## config.mk

```make
export PLATFORM = sky130hd
export DESIGN_NAME = qwam_sqrt
export DESIGN_NICKNAME = d
export VERILOG_FILES = /design/src/qwam_pkg.sv /design/src/qwam_sqrt.sv
export SDC_FILE = /design/constraint.sdc
export NUM_CORES = 1
export LEC_CHECK = 0
export BUFFER_PORTS_ARGS = -buffer_cell sky130_fd_sc_hd__clkbuf_2
export CORE_UTILIZATION = 50
export CTS_CLUSTER_DIAMETER = 200
export DETAILED_ROUTE_END_ITERATION = 8
export GPL_ROUTABILITY_DRIVEN = 1
export PLACE_DENSITY = 0.7
export SETUP_SLACK_MARGIN = 0.4
export SLEW_MARGIN = 30
export SYNTH_ARGS = -nofsm -noshare
export SYNTH_HDL_FRONTEND = slang
export SYNTH_SLANG_ARGS = --single-unit
export TNS_END_PERCENT = 5
```

## constraint.sdc

```tcl
create_clock -name clk -period 5.9 [get_ports clk]
set_input_delay 0.885 -clock clk [delete_from_list [all_inputs] [get_ports clk]]
set_output_delay 0.885 -clock clk [all_outputs]
set_load 0.05 [all_outputs]
```

## src/qwam_pkg.sv

```systemverilog
// ----------------------------------------------------------------------------
// qwam_pkg
// Item types, lane types and fixed constants of the world-frame accel block.
// ----------------------------------------------------------------------------
package qwam_pkg;

	typedef struct packed {
		logic signed [15:0] quat_w;
		logic signed [15:0] quat_x;
		logic signed [15:0] quat_y;
		logic signed [15:0] quat_z;
		logic signed [15:0] accel_x;
		logic signed [15:0] accel_y;
		logic signed [15:0] accel_z;
	} in_t;

	typedef struct packed {
		logic signed [15:0] world_x_mg;
		logic signed [15:0] world_y_mg;
		logic signed [15:0] world_z_mg;
		logic        [7:0]  magnitude_tenths_g;
	} out_t;

	typedef struct packed {
		logic signed [15:0] world_x_mg;
		logic signed [15:0] world_y_mg;
		logic signed [15:0] world_z_mg;
	} world_t;

	localparam int Q14_BITS  = 14;
	localparam int DIV_QBITS = 17;
	localparam int ROOT_W    = 16;
	localparam int RAD_W     = 2 * ROOT_W;

	// one divider lane: sign, quotient overflow, partial remainder and
	// dividend bits still to go (quotient bits shift in from the bottom)
	typedef struct packed {
		logic                 neg;
		logic                 ovf;
		logic [15:0]          rem;
		logic [DIV_QBITS-1:0] low;
	} div_lane_t;

	typedef struct packed {
		logic [RAD_W-1:0] rad;
		logic             big;
		world_t           world;
	} mag_in_t;

	typedef struct packed {
		logic [ROOT_W-1:0] root;
		logic              big;
		world_t            world;
	} mag_out_t;

	localparam logic [15:0] LSB_RESET   = 16'd2048;
	localparam int          MG_PER_G    = 1000;
	localparam int          LANE_Z      = 2;
	localparam int          MAG_SAT_MG  = 25450;
	localparam int          TENTHS_HALF = 50;
	localparam int          RECIP_100   = 83887;
	localparam int          RECIP_SHIFT = 23;
	localparam logic [7:0]  TENTHS_MAX  = 8'd255;

	localparam int ROT_STAGES  = 6;
	localparam int DIV_STAGES  = DIV_QBITS;
	localparam int POST_STAGES = 4;
	localparam int SQRT_STAGES = ROOT_W;
	localparam int LATENCY     = ROT_STAGES + DIV_STAGES + POST_STAGES + SQRT_STAGES + 1;

endpackage

```

## src/qwam_sqrt.sv

```systemverilog
// ----------------------------------------------------------------------------
// qwam_sqrt
// Pipelined integer square root, one root bit per stage; the world values
// travel alongside.
// ----------------------------------------------------------------------------
module qwam_sqrt (
	input  logic               clk,
	input  logic               arst_n,
	input  logic               in_valid,
	input  qwam_pkg::mag_in_t  in_item,
	output logic               out_valid,
	output qwam_pkg::mag_out_t out_item
);
	import qwam_pkg::*;

	typedef struct packed {
		logic [ROOT_W:0]   rem;
		logic [ROOT_W-1:0] root;
		logic [RAD_W-1:0]  rad;
		logic              big;
		world_t            world;
	} sq_t;

	logic [SQRT_STAGES-1:0] v_s;
	sq_t st_s [SQRT_STAGES];
	sq_t st_in;

	function automatic sq_t sq_step(input sq_t s);
		logic [ROOT_W+2:0] r;
		logic [ROOT_W+2:0] trial;
		logic [ROOT_W+2:0] diff;
		logic              ge;
		sq_t               o;
		r     = {s.rem, s.rad[RAD_W-1 -: 2]};
		trial = {1'b0, s.root, 2'b01};
		ge    = r >= trial;
		diff  = r - trial;
		o      = s;
		o.rem  = ge ? diff[ROOT_W:0] : r[ROOT_W:0];
		o.root = {s.root[ROOT_W-2:0], ge};
		o.rad  = {s.rad[RAD_W-3:0], 2'b00};
		return o;
	endfunction

	always_comb begin
		st_in.rem   = '0;
		st_in.root  = '0;
		st_in.rad   = in_item.rad;
		st_in.big   = in_item.big;
		st_in.world = in_item.world;
	end

	always_ff @(posedge clk or negedge arst_n) begin
		if (!arst_n) begin
			v_s <= '0;
		end else begin
			v_s <= {v_s[SQRT_STAGES-2:0], in_valid};
		end
	end

	always_ff @(posedge clk) begin
		st_s[0] <= sq_step(st_in);
		for (int k = 1; k < SQRT_STAGES; k++) begin
			st_s[k] <= sq_step(st_s[k-1]);
		end
	end

	assign out_valid      = v_s[SQRT_STAGES-1];
	assign out_item.root  = st_s[SQRT_STAGES-1].root;
	assign out_item.big   = st_s[SQRT_STAGES-1].big;
	assign out_item.world = st_s[SQRT_STAGES-1].world;

endmodule

```

==> key figures <==
Status
  • Status: finished clean

Global route
  • GR Overflow Total: 0
  • Met2 Track Usage GR: about a quarter
  • GR Util met1: roughly 16%
  • Vias in the first global route: 20055
  • Global-route wire length before repair: 92900 um
  • Initial antenna violation count: 0
  • Largest net degree at the start of global routing: 29
  • Met3 usage: 3.51%
  • Global routing's busiest layer: met2
  • Global Route Usage Sum: approximately 14%

Route
  • Routed Antenna Nets: 0
  • Residual DRC: 0
  • Routed WL: between 50000 and 60000 um
  • Vias per Instance: 4.65
  • Vias: roughly 20000
  • Pre-antenna DRT Iters: 5
  • Drt wl/cell: approximately 13 um
  • DR iter-0 viols: a little over 900

Setup path
  • Critical path class: flip-flop to flip-flop
  • Most frequent CP cell: o21a_1
  • CP max stage delay: 680 ps
  • Slowest-stage cell, CP: nand4_1
  • Delay-heaviest family, CP: simple AND/OR/NAND/NOR gates
  • Reg2reg setup slack: 3030 ps
  • Critical Path Fanout Max: 17
  • RR Endpoint: st_s[0][664]
  • Crit path cell chain: inv_1 > ha_1 > o21a_1 > o21a_1 > o21ai_0 > nand4_1 > nor2b_1 > mux2_2
  • Critical path required time: 6480 ps
  • FF-to-FF Start: st_s[0][527]
  • Kind of start point of the critical path: flip-flop
  • Worst-case reg-to-reg path depth: 8
  • Critical Path End Type: flip-flop
  • Buf+Inv Stages, Crit Path: 1
  • Worst EP arrival: 3450 ps

Synthesis
  • Area contributors post-synth: dfxtp_1 71%, ha_1 4.8%, mux2_2 2.0%
  • Mean post-synth cell area: around 13 um2
  • Main synth FF type: dfxtp_1
  • Netlist cell types: 94
  • Synth area leader: dfxtp_1
  • Synthesized flop and latch total: 1413
  • Most frequent cell after synthesis: dfxtp_1
  • Fraction of registers with async set/reset: 1.13%
  • Post-synthesis net count: 3287
  • Number of synthesized flops with an enable pin: 0
  • Post-synth top cells: 1397 x dfxtp_1, 191 x inv_1, 152 x ha_1
  • Synth Cell Area: just under 0.04 mm2
  • Register area share after synthesis: approximately 72%
  • Syn Inst Count: 3051
  • Share of the synthesized area in the top cell type: a little over two thirds
  • Ys Warns: 0

STA
  • RSZ-0062 raised after global routing: no
  • Slew HR: roughly two fifths
  • Crit path time final: around 2900 ps
  • Setup violators final: 0
  • Final hold violation count: 0
  • Clock Skew: 54.7 ps
  • Worst slew pin tran: 911 ps
  • Final period util: roughly half
  • Fmax: 0.349 GHz
  • Fin. max-slew vios: 0
  • Setup_tns: 0 ps

Floorplanning
  • Io pins: 150
  • Die X: 283 um
  • Rows: 102
  • Placeable Area: 0.0778 mm2
  • Initial Util: 50.7%
  • Die area: about 0.080 mm2
  • Die H: about 280 um

Clock tree
  • Worst-Skew Late Latency: 720 ps
  • H-tree depth: 4
  • Root Buffer: clkbuf_16
  • CTS max path bufs: 3
  • TritonCTS buffer count: 134
  • Postcts setup bufs: 0
  • Hold buffer count at cts: 0
  • Worst-path clk slew: roughly 60 ps
  • CTS tree: built
  • Post_cts resized: 0
  • Clk sinks: 1413

Layout
  • Antenna diodes: 0
  • Layout cells sized above 1: 14.7%
  • Synthesis-to-finish area growth: 15.6%
  • Final Util: between 50% and 60%
  • Finished Layout Cells: between 4000 and 5000
  • Layout Nets: 3478

Power
  • Pwr Total: 22.5 mW
  • Pwr per Cell Area: 494 mW/mm2
  • Worst vdd rail ir drop: 0.320 mV
  • Leak: 20.6 nW

Place
  • GP Congestion: 0.848
  • Dpl hpwl: 36600 um
  • Cell total after placement: 4146
  • Port bufs: 149

Run
  • Number of max-cap violations: 0

Worst hold path
  • Class of the worst hold path: input port to async pin
-- worst max-delay path by stage --
stage | startpoint | end | cells past startpoint
after floorplan | st_s[1][416] | st_s[1][552] | 9
after global placement | st_s[1][643] | st_s[1][769] | 8
after detailed placement | st_s[1][643] | st_s[1][772] | 8
after CTS | st_s[1][643] | st_s[1][779] | 8
after global routing | st_s[0][527] | st_s[0][664] | 8
final | st_s[0][527] | st_s[0][664] | 8
-- kinds of logic (layout without fill, tap and decap cells) --
family / after synthesis / in the layout / synth area share [%]
xor gates and xnor gates: 141 / 141 / 3.13
buffers and inverters: 292 / 586 / 3.56
other: 1 / 1 / 0.00949
and+or+nand+nor: 550 / 550 / 7.22
adders and majority gates: 152 / 152 / 4.81
AOI/OAI and AO/OA: 413 / 413 / 6.90
muxes: 89 / 89 / 2.55
DFF: 1413 / 1413 / 71.8
-- power breakdown --
part	leakage [nW]	switching [mW]	internal (mW)
clock network	2.30	3.58	5.14
registers	11.9	0.535	10.6
logic	6.40	1.43	1.26
-- through the flow --
stage	instance area [um2]	worst slack [ps]	hold WS, ps
6_report	45600	3030	77.3
5_1_grt	45600	2780	50.2
4_1_cts	45600	2840	25.4
3_5_place_dp	40900	2910	312
3_3_place_gp	40900	2910	310
2_1_floorplan	39500	3370	310
-- flip-flops by register name, summed over array words and instances, names as in the netlist --
| signal | count |
|---|---|
| v_s | 16 |
| st_s | 1397 |
-- routing by layer --
metal,up-vias,wire length (um)
met2,373,27400
met3,150,2430
met5,-,0
met1,9318,23700
li1,10551,-
met4,0,1960
-- cell type report --
type	instances	area, um2
Clock buffer	183	3810
Timing Repair Buffer	154	786
Inverter	193	724
Tap cell	1040	1300
Fill cell	6168	32200
Clock inverter	56	926
Multi-Input combinational cell	1346	9740
Sequential cell	1413	28400
-- worst register-to-register path, cell delays in order, from the launching register on --
cell,delay (ps)
dfxtp_1,330
inv_1,50
ha_1,330
o21a_1,140
o21a_1,190
o21ai_0,400
nand4_1,680
nor2b_1,360
mux2_2,260
-- placed cells by master, fill, tap and decap left out, types with 12 or more instances in the layout --
cell type  synthesis  layout
clkbuf_16          0     134
inv_1            191     191
clkbuf_8           0      27
ha_1             152     152
nand3_1           36      35
o211ai_1          17      17
mux2i_1           14      14
nor2b_1           19      19
o31ai_1           12      12
and3_1            13      13
and2_1            15      15
clkbuf_2           1     149
dfxtp_1         1397    1397
clkinv_2           0      24
o21bai_1          13      13
a21o_1            38      38
a211oi_1          13      13
nor2_1           137     137
nor4_1            24      24
or4_1             13      13
or3_1             25      25
o21ai_0           82      82
bufinv_16          0      12
nor3_1            58      58
a21oi_1          114     114
nand2b_1          22      22
mux2_2            69      69
dfrtp_1           16      16
nand2_1          104     104
xor2_1            62      62
clkbuf_1          14      22
clkinv_16          0      12
o21a_1            32      32
nand4_1           30      30
xnor2_1           79      79
(Power assumes the default switching activity.)
