==> config.mk <==
export PLATFORM = sky130hd
export DESIGN_NAME = qwam_div
export DESIGN_NICKNAME = d
export VERILOG_FILES = /design/src/qwam_pkg.sv /design/src/qwam_div.sv
export SDC_FILE = /design/constraint.sdc
export NUM_CORES = 2
export LEC_CHECK = 0
export CAP_MARGIN = 20
export CORE_MARGIN = 5
export CORE_UTILIZATION = 58
export CTS_BUF_LIST = sky130_fd_sc_hd__clkbuf_4
export DETAILED_ROUTE_END_ITERATION = 7
export DONT_BUFFER_PORTS = 1
export PLACE_DENSITY_LB_ADDON = 0.1
export SYNTH_ARGS = -nofsm -noshare
export SYNTH_HDL_FRONTEND = slang
export SYNTH_SLANG_ARGS = --single-unit
==> constraint.sdc <==
create_clock -name clk -period 2.95 [get_ports clk]
set_input_delay 0 -clock clk [delete_from_list [all_inputs] [get_ports clk]]
set_output_delay 0 -clock clk [all_outputs]
set_load 0.005 [all_outputs]
==> src/qwam_pkg.sv <==
// ----------------------------------------------------------------------------
// qwam_pkg
// Item types, lane types and fixed constants of the world-frame accel block.
// ----------------------------------------------------------------------------
package qwam_pkg;

	typedef struct packed {
		logic signed [15:0] quat_w;
		logic signed [15:0] quat_x;
		logic signed [15:0] quat_y;
		logic signed [15:0] quat_z;
		logic signed [15:0] accel_x;
		logic signed [15:0] accel_y;
		logic signed [15:0] accel_z;
	} in_t;

	typedef struct packed {
		logic signed [15:0] world_x_mg;
		logic signed [15:0] world_y_mg;
		logic signed [15:0] world_z_mg;
		logic        [7:0]  magnitude_tenths_g;
	} out_t;

	typedef struct packed {
		logic signed [15:0] world_x_mg;
		logic signed [15:0] world_y_mg;
		logic signed [15:0] world_z_mg;
	} world_t;

	localparam int Q14_BITS  = 14;
	localparam int DIV_QBITS = 17;
	localparam int ROOT_W    = 16;
	localparam int RAD_W     = 2 * ROOT_W;

	// one divider lane: sign, quotient overflow, partial remainder and
	// dividend bits still to go (quotient bits shift in from the bottom)
	typedef struct packed {
		logic                 neg;
		logic                 ovf;
		logic [15:0]          rem;
		logic [DIV_QBITS-1:0] low;
	} div_lane_t;

	typedef struct packed {
		logic [RAD_W-1:0] rad;
		logic             big;
		world_t           world;
	} mag_in_t;

	typedef struct packed {
		logic [ROOT_W-1:0] root;
		logic              big;
		world_t            world;
	} mag_out_t;

	localparam logic [15:0] LSB_RESET   = 16'd2048;
	localparam int          MG_PER_G    = 1000;
	localparam int          LANE_Z      = 2;
	localparam int          MAG_SAT_MG  = 25450;
	localparam int          TENTHS_HALF = 50;
	localparam int          RECIP_100   = 83887;
	localparam int          RECIP_SHIFT = 23;
	localparam logic [7:0]  TENTHS_MAX  = 8'd255;

	localparam int ROT_STAGES  = 6;
	localparam int DIV_STAGES  = DIV_QBITS;
	localparam int POST_STAGES = 4;
	localparam int SQRT_STAGES = ROOT_W;
	localparam int LATENCY     = ROT_STAGES + DIV_STAGES + POST_STAGES + SQRT_STAGES + 1;

endpackage

==> src/qwam_div.sv <==
// ----------------------------------------------------------------------------
// qwam_div
// Pipelined restoring divider, three lanes by the common scale, one quotient
// bit per stage.
// ----------------------------------------------------------------------------
module qwam_div (
	input  logic                      clk,
	input  logic                      arst_n,
	input  logic                      in_valid,
	input  logic [15:0]               lsb,
	input  qwam_pkg::div_lane_t [2:0] in_lanes,
	output logic                      out_valid,
	output qwam_pkg::div_lane_t [2:0] out_lanes
);
	import qwam_pkg::*;

	logic [DIV_STAGES-1:0] v_s;
	div_lane_t [2:0] lane_s [DIV_STAGES];

	function automatic div_lane_t div_step(input div_lane_t l, input logic [15:0] d);
		logic [16:0] r;
		logic        ge;
		logic [16:0] diff;
		div_lane_t   o;
		r    = {l.rem, l.low[DIV_QBITS-1]};
		ge   = r >= {1'b0, d};
		diff = r - {1'b0, d};
		o     = l;
		o.rem = ge ? diff[15:0] : r[15:0];
		o.low = {l.low[DIV_QBITS-2:0], ge};
		return o;
	endfunction

	always_ff @(posedge clk or negedge arst_n) begin
		if (!arst_n) begin
			v_s <= '0;
		end else begin
			v_s <= {v_s[DIV_STAGES-2:0], in_valid};
		end
	end

	always_ff @(posedge clk) begin
		for (int i = 0; i < 3; i++) begin
			lane_s[0][i] <= div_step(in_lanes[i], lsb);
		end
		for (int k = 1; k < DIV_STAGES; k++) begin
			for (int i = 0; i < 3; i++) begin
				lane_s[k][i] <= div_step(lane_s[k-1][i], lsb);
			end
		end
	end

	assign out_valid = v_s[DIV_STAGES-1];
	assign out_lanes = lane_s[DIV_STAGES-1];

endmodule

==> results.txt <==
The via count of the first global-routing pass came out at 66028. The vertical die dimension came out at 386 um. The max capacitance violation total came out at 0. Along the worst path, the maximum fanout reaches 2. The worst setup path is of the primary input to flip-flop kind. Summing all placed instances gives a cell area of approximately 90000 sq um. CTS placed an instance of sky130_fd_sc_hd__clkbuf_4 at the clock tree root. The number of enable-type register cells in the synthesized netlist came out at 0.

The post-route minimum period is between 2 and 3 ns. The final count of negative-setup-slack endpoints is 0. The largest buffer count on any clock path is 4. The final number of hold-violating endpoints came out at 0. The setup slack after layout is 0.0509 ns. The number of buffers and inverters on the critical path is 5. The core region area is approximately 140000 sq um. The die area is 149000 sq um. The width of the chip came out at 386 um. CTS built an H-tree with a depth of 5.

STA classifies the critical path endpoint as a flip-flop. The data arrival time of the critical path came out at 4.14 ns. The max-slew violation count is 0. The overall fraction of global-route tracks in use is 27.4%. Summing the sequential cell areas from Yosys gives approximately 44% of the chip area. The DRC violation count after routing came out at 0. The initial antenna violation count is 7.

The gate family responsible for the most delay along the worst path is buffers and inverters. The I/O pin count is 230. The final core area utilization came out at 72.0%. The first global-routing pass estimated 331 mm of wire. Setup repair after global routing could not meet its margin everywhere. The sum of net half-perimeters after detailed placement is 139 mm. The number of nets with antenna violations after detailed routing is 0. In the layout the commonest cells are sky130_fd_sc_hd__dfxtp_1, sky130_fd_sc_hd__ha_1, sky130_fd_sc_hd__dlygate4sd3_1, sky130_fd_sc_hd__clkbuf_4, sky130_fd_sc_hd__nor2_1. The most common cell after layout, fill and taps aside is sky130_fd_sc_hd__dfxtp_1. The number of nets in the synthesized netlist is about 8900. The post-synthesis area per instance is 10.4 sq um. The setup TNS came out at 0 ns. The worst stage delay on the critical path is 0.58 ns. In the synthesized netlist the dominant register cell turns out to be sky130_fd_sc_hd__dfxtp_1. The total wire length after detailed routing is around 210 mm. The layout-stage area growth over the synthesis result is 23.9%. On the final layout, the worst hold slack is 0.0961 ns. The cell that appears most often on the critical path is sky130_fd_sc_hd__dlygate4sd3_1.

The required time reported for the critical path endpoint is 4.19 ns. The synthesized flop and latch total came out at 1802. The later-pin clock latency in the skew report came out at 1.35 ns. The effective utilization at floorplan came out at 58.1%. The worst setup path is launched from a primary input. After routing the design area is 102000 sq um. The cell area after synthesis came out at 82000 sq um. The via-per-instance ratio is around 5.5.

The worst relative slew slack is 38.7%. The iteration-0 DRC count of the detailed router came out at 3614. Counting distinct cell types in the post-synthesis netlist gives 90.

The average detailed-routed wire length per instance is 17.9 um. The final global-route overflow total is 0. The congestion estimate from routability-driven global placement came to 0.939. The total number of vias is 64569.

The worst setup slack after placement came out at -0.176 ns. The maximum ir drop on the vdd rail came out at approximately 0.00067 V. The fmax is 345 MHz. The placement row count came out at 138. The maximum clock skew at final layout came out at about 0.14 ns. The count of buffers from port buffering came out at 0. Dividing the final minimum period by the clock period gives 98.3%. The flow ran to the end, and the final reports show no timing, DRC or antenna violations. The number of nets at the end of the flow is just over 10000. The areal power density over the cells came out at 1260 nW/um^2. The path class of the tightest hold or removal check is primary input to flip-flop. The number of fill cells in the layout came out at 10320. Of all flip-flops after synthesis, the portion carrying an async set or reset was 0.943%. The ratio of cells with drive above 1 in the final layout came out at 19.9%. The pin count of the biggest net entering global routing came out at 52. The total CTS buffers came out at between 400 and 500.

The total iterations of the first detailed-routing run is 6. The critical path goes through dlygate4sd3_1, inv_1, dlygate4sd3_1, ha_1, fa_1, nor2b_1, o31a_1, o21bai_1, a21oi_2, a2111oi_1, buf_4, nor2_1, o311ai_0, mux2_2, dlygate4sd3_1. The clock tree from TritonCTS is built.

The clock net in this run drives a total of 1802 sinks. During synthesis, Yosys emitted a total of 0 warnings. The cell count after synthesis came out at about 8000. The static leakage came out at approximately 0.045 uW. The worst-margin pin slew came out at roughly 0.9 ns. The slowest stage of the critical path belongs to the cell sky130_fd_sc_hd__dlygate4sd3_1.

The clock slew seen by the registers of the worst setup and hold paths is 0.07 ns.
worst register-to-register path, stage by stage (launching register included):
cell	delay, ns
sky130_fd_sc_hd__dfxtp_1	0.33
sky130_fd_sc_hd__ha_1	0.35
sky130_fd_sc_hd__a21o_1	0.22
sky130_fd_sc_hd__a21o_1	0.17
sky130_fd_sc_hd__a21o_1	0.19
sky130_fd_sc_hd__nor3_1	0.20
sky130_fd_sc_hd__a221oi_2	0.10
sky130_fd_sc_hd__a211o_1	0.33
sky130_fd_sc_hd__o32a_1	0.21
sky130_fd_sc_hd__buf_12	0.17
sky130_fd_sc_hd__dlygate4sd3_1	0.59
layer usage:
layer  global-route usage (%)  share of wire (%)  vias up
met3                     4.71                5.1      558
met1                     33.5                 43    30333
met5                        0                  0        -
met4                     11.6                3.8        0
li1                         -                  -    31959
met2                     47.5                 48     1719
final cells by class:
class / count / area (sq um) / share of cell area [%]
Inverter: 287 / 1130 / 1.11
Clock inverter: 156 / 933 / 0.918
Sequential cell: 1802 / 36200 / 35.6
Multi-Input combinational cell: 5733 / 45100 / 44.4
Clock buffer: 644 / 4830 / 4.76
Timing Repair Buffer: 1117 / 11100 / 10.9
Antenna cell: 12 / 30.0 / 0.0295
Tap cell: 1890 / 2360 / 2.33
through the flow:
stage                     total power [uW]  std cells
after detailed placement            101000      10121
after global placement               99300      10121
after global routing                138000      11634
after floorplan                      84800       7913
after CTS                           126000      11591
final                               128000      11641
sequential cells by signal (all words and copies together), names as in the netlist:
register and cells:
lane_s 1785, v_s 17
Yosys cell counts, drive strengths merged (11+ instances only):
master	number	area (sq um)
dfxtp	1785	35700
ha	816	10200
nor2	570	2140
mux2	566	6400
a21oi	553	2790
xnor2	428	3750
o21ai	367	1840
nand2	329	1240
inv	287	1080
a21o	182	1370
nor3	177	886
xor2	175	1530
nor2b	150	946
nand3	126	631
nand4	113	707
nand2b	106	663
o21a	105	788
mux2i	99	991
a31oi	79	507
or3	59	369
fa	51	1020
and3	46	288
clkbuf	46	173
nor4	46	363
o211ai	46	350
buf	45	270
or2	42	263
a211oi	41	330
o21bai	41	319
o31ai	40	300
o31a	31	272
a2111oi	30	300
a21boi	28	214
o41ai	28	245
a211o	27	236
and2	22	138
dfrtp	17	425
o2111ai	17	149
o311ai	17	149
and4	16	140
a31o	14	123
a2111o	11	124
a41oi	11	104
nand3b	11	82.6
nor3b	11	82.6
cells by family after synthesis:
family	count (synthesis)	share of synthesized area [%]
muxes	665	9.01
and+or+nand+nor	1836	11.0
xor gates and xnor gates	603	6.44
adders and majority gates	867	13.7
buffers and inverters	378	1.85
AOI/OAI and AO/OA	1762	13.9
DFF	1802	44.1
power by group:
part	internal, uW	switching (uW)	total, uW
sequential	34000	5210	39200
combinational	36500	31500	67900
clock	11000	9860	20900
path summary, 6_finish.rpt:
path	endpoint	slack (ns)	cells past startpoint	from
hold / removal	lane_s[7][53]$_DFF_P_	0.1	4	lsb[1]
max in group asynchronous	v_s[14]$_DFF_PN0_	2.09	3	arst_n
min in group asynchronous	v_s[12]$_DFF_PN0_	0.33	3	arst_n
setup / recovery	lane_s[0][101]$_DFF_P_	0.05	15	in_lanes[86]
hold reg to reg	lane_s[13][2]$_DFF_P_	0.23	0	lane_s[12][1]$_DFF_P_
setup reg to reg	lane_s[3][70]$_DFF_P_	0.06	10	lane_s[2][92]$_DFF_P_
what timing repair did:
action	in CTS	in global routing
resized for setup	0	132
setup endpoints to repair	0	191
hold buffers	670	3
endpoints found under the hold margin	938	5
setup buffers	0	41
No activity file was read; power rests on OpenSTA's default activity.
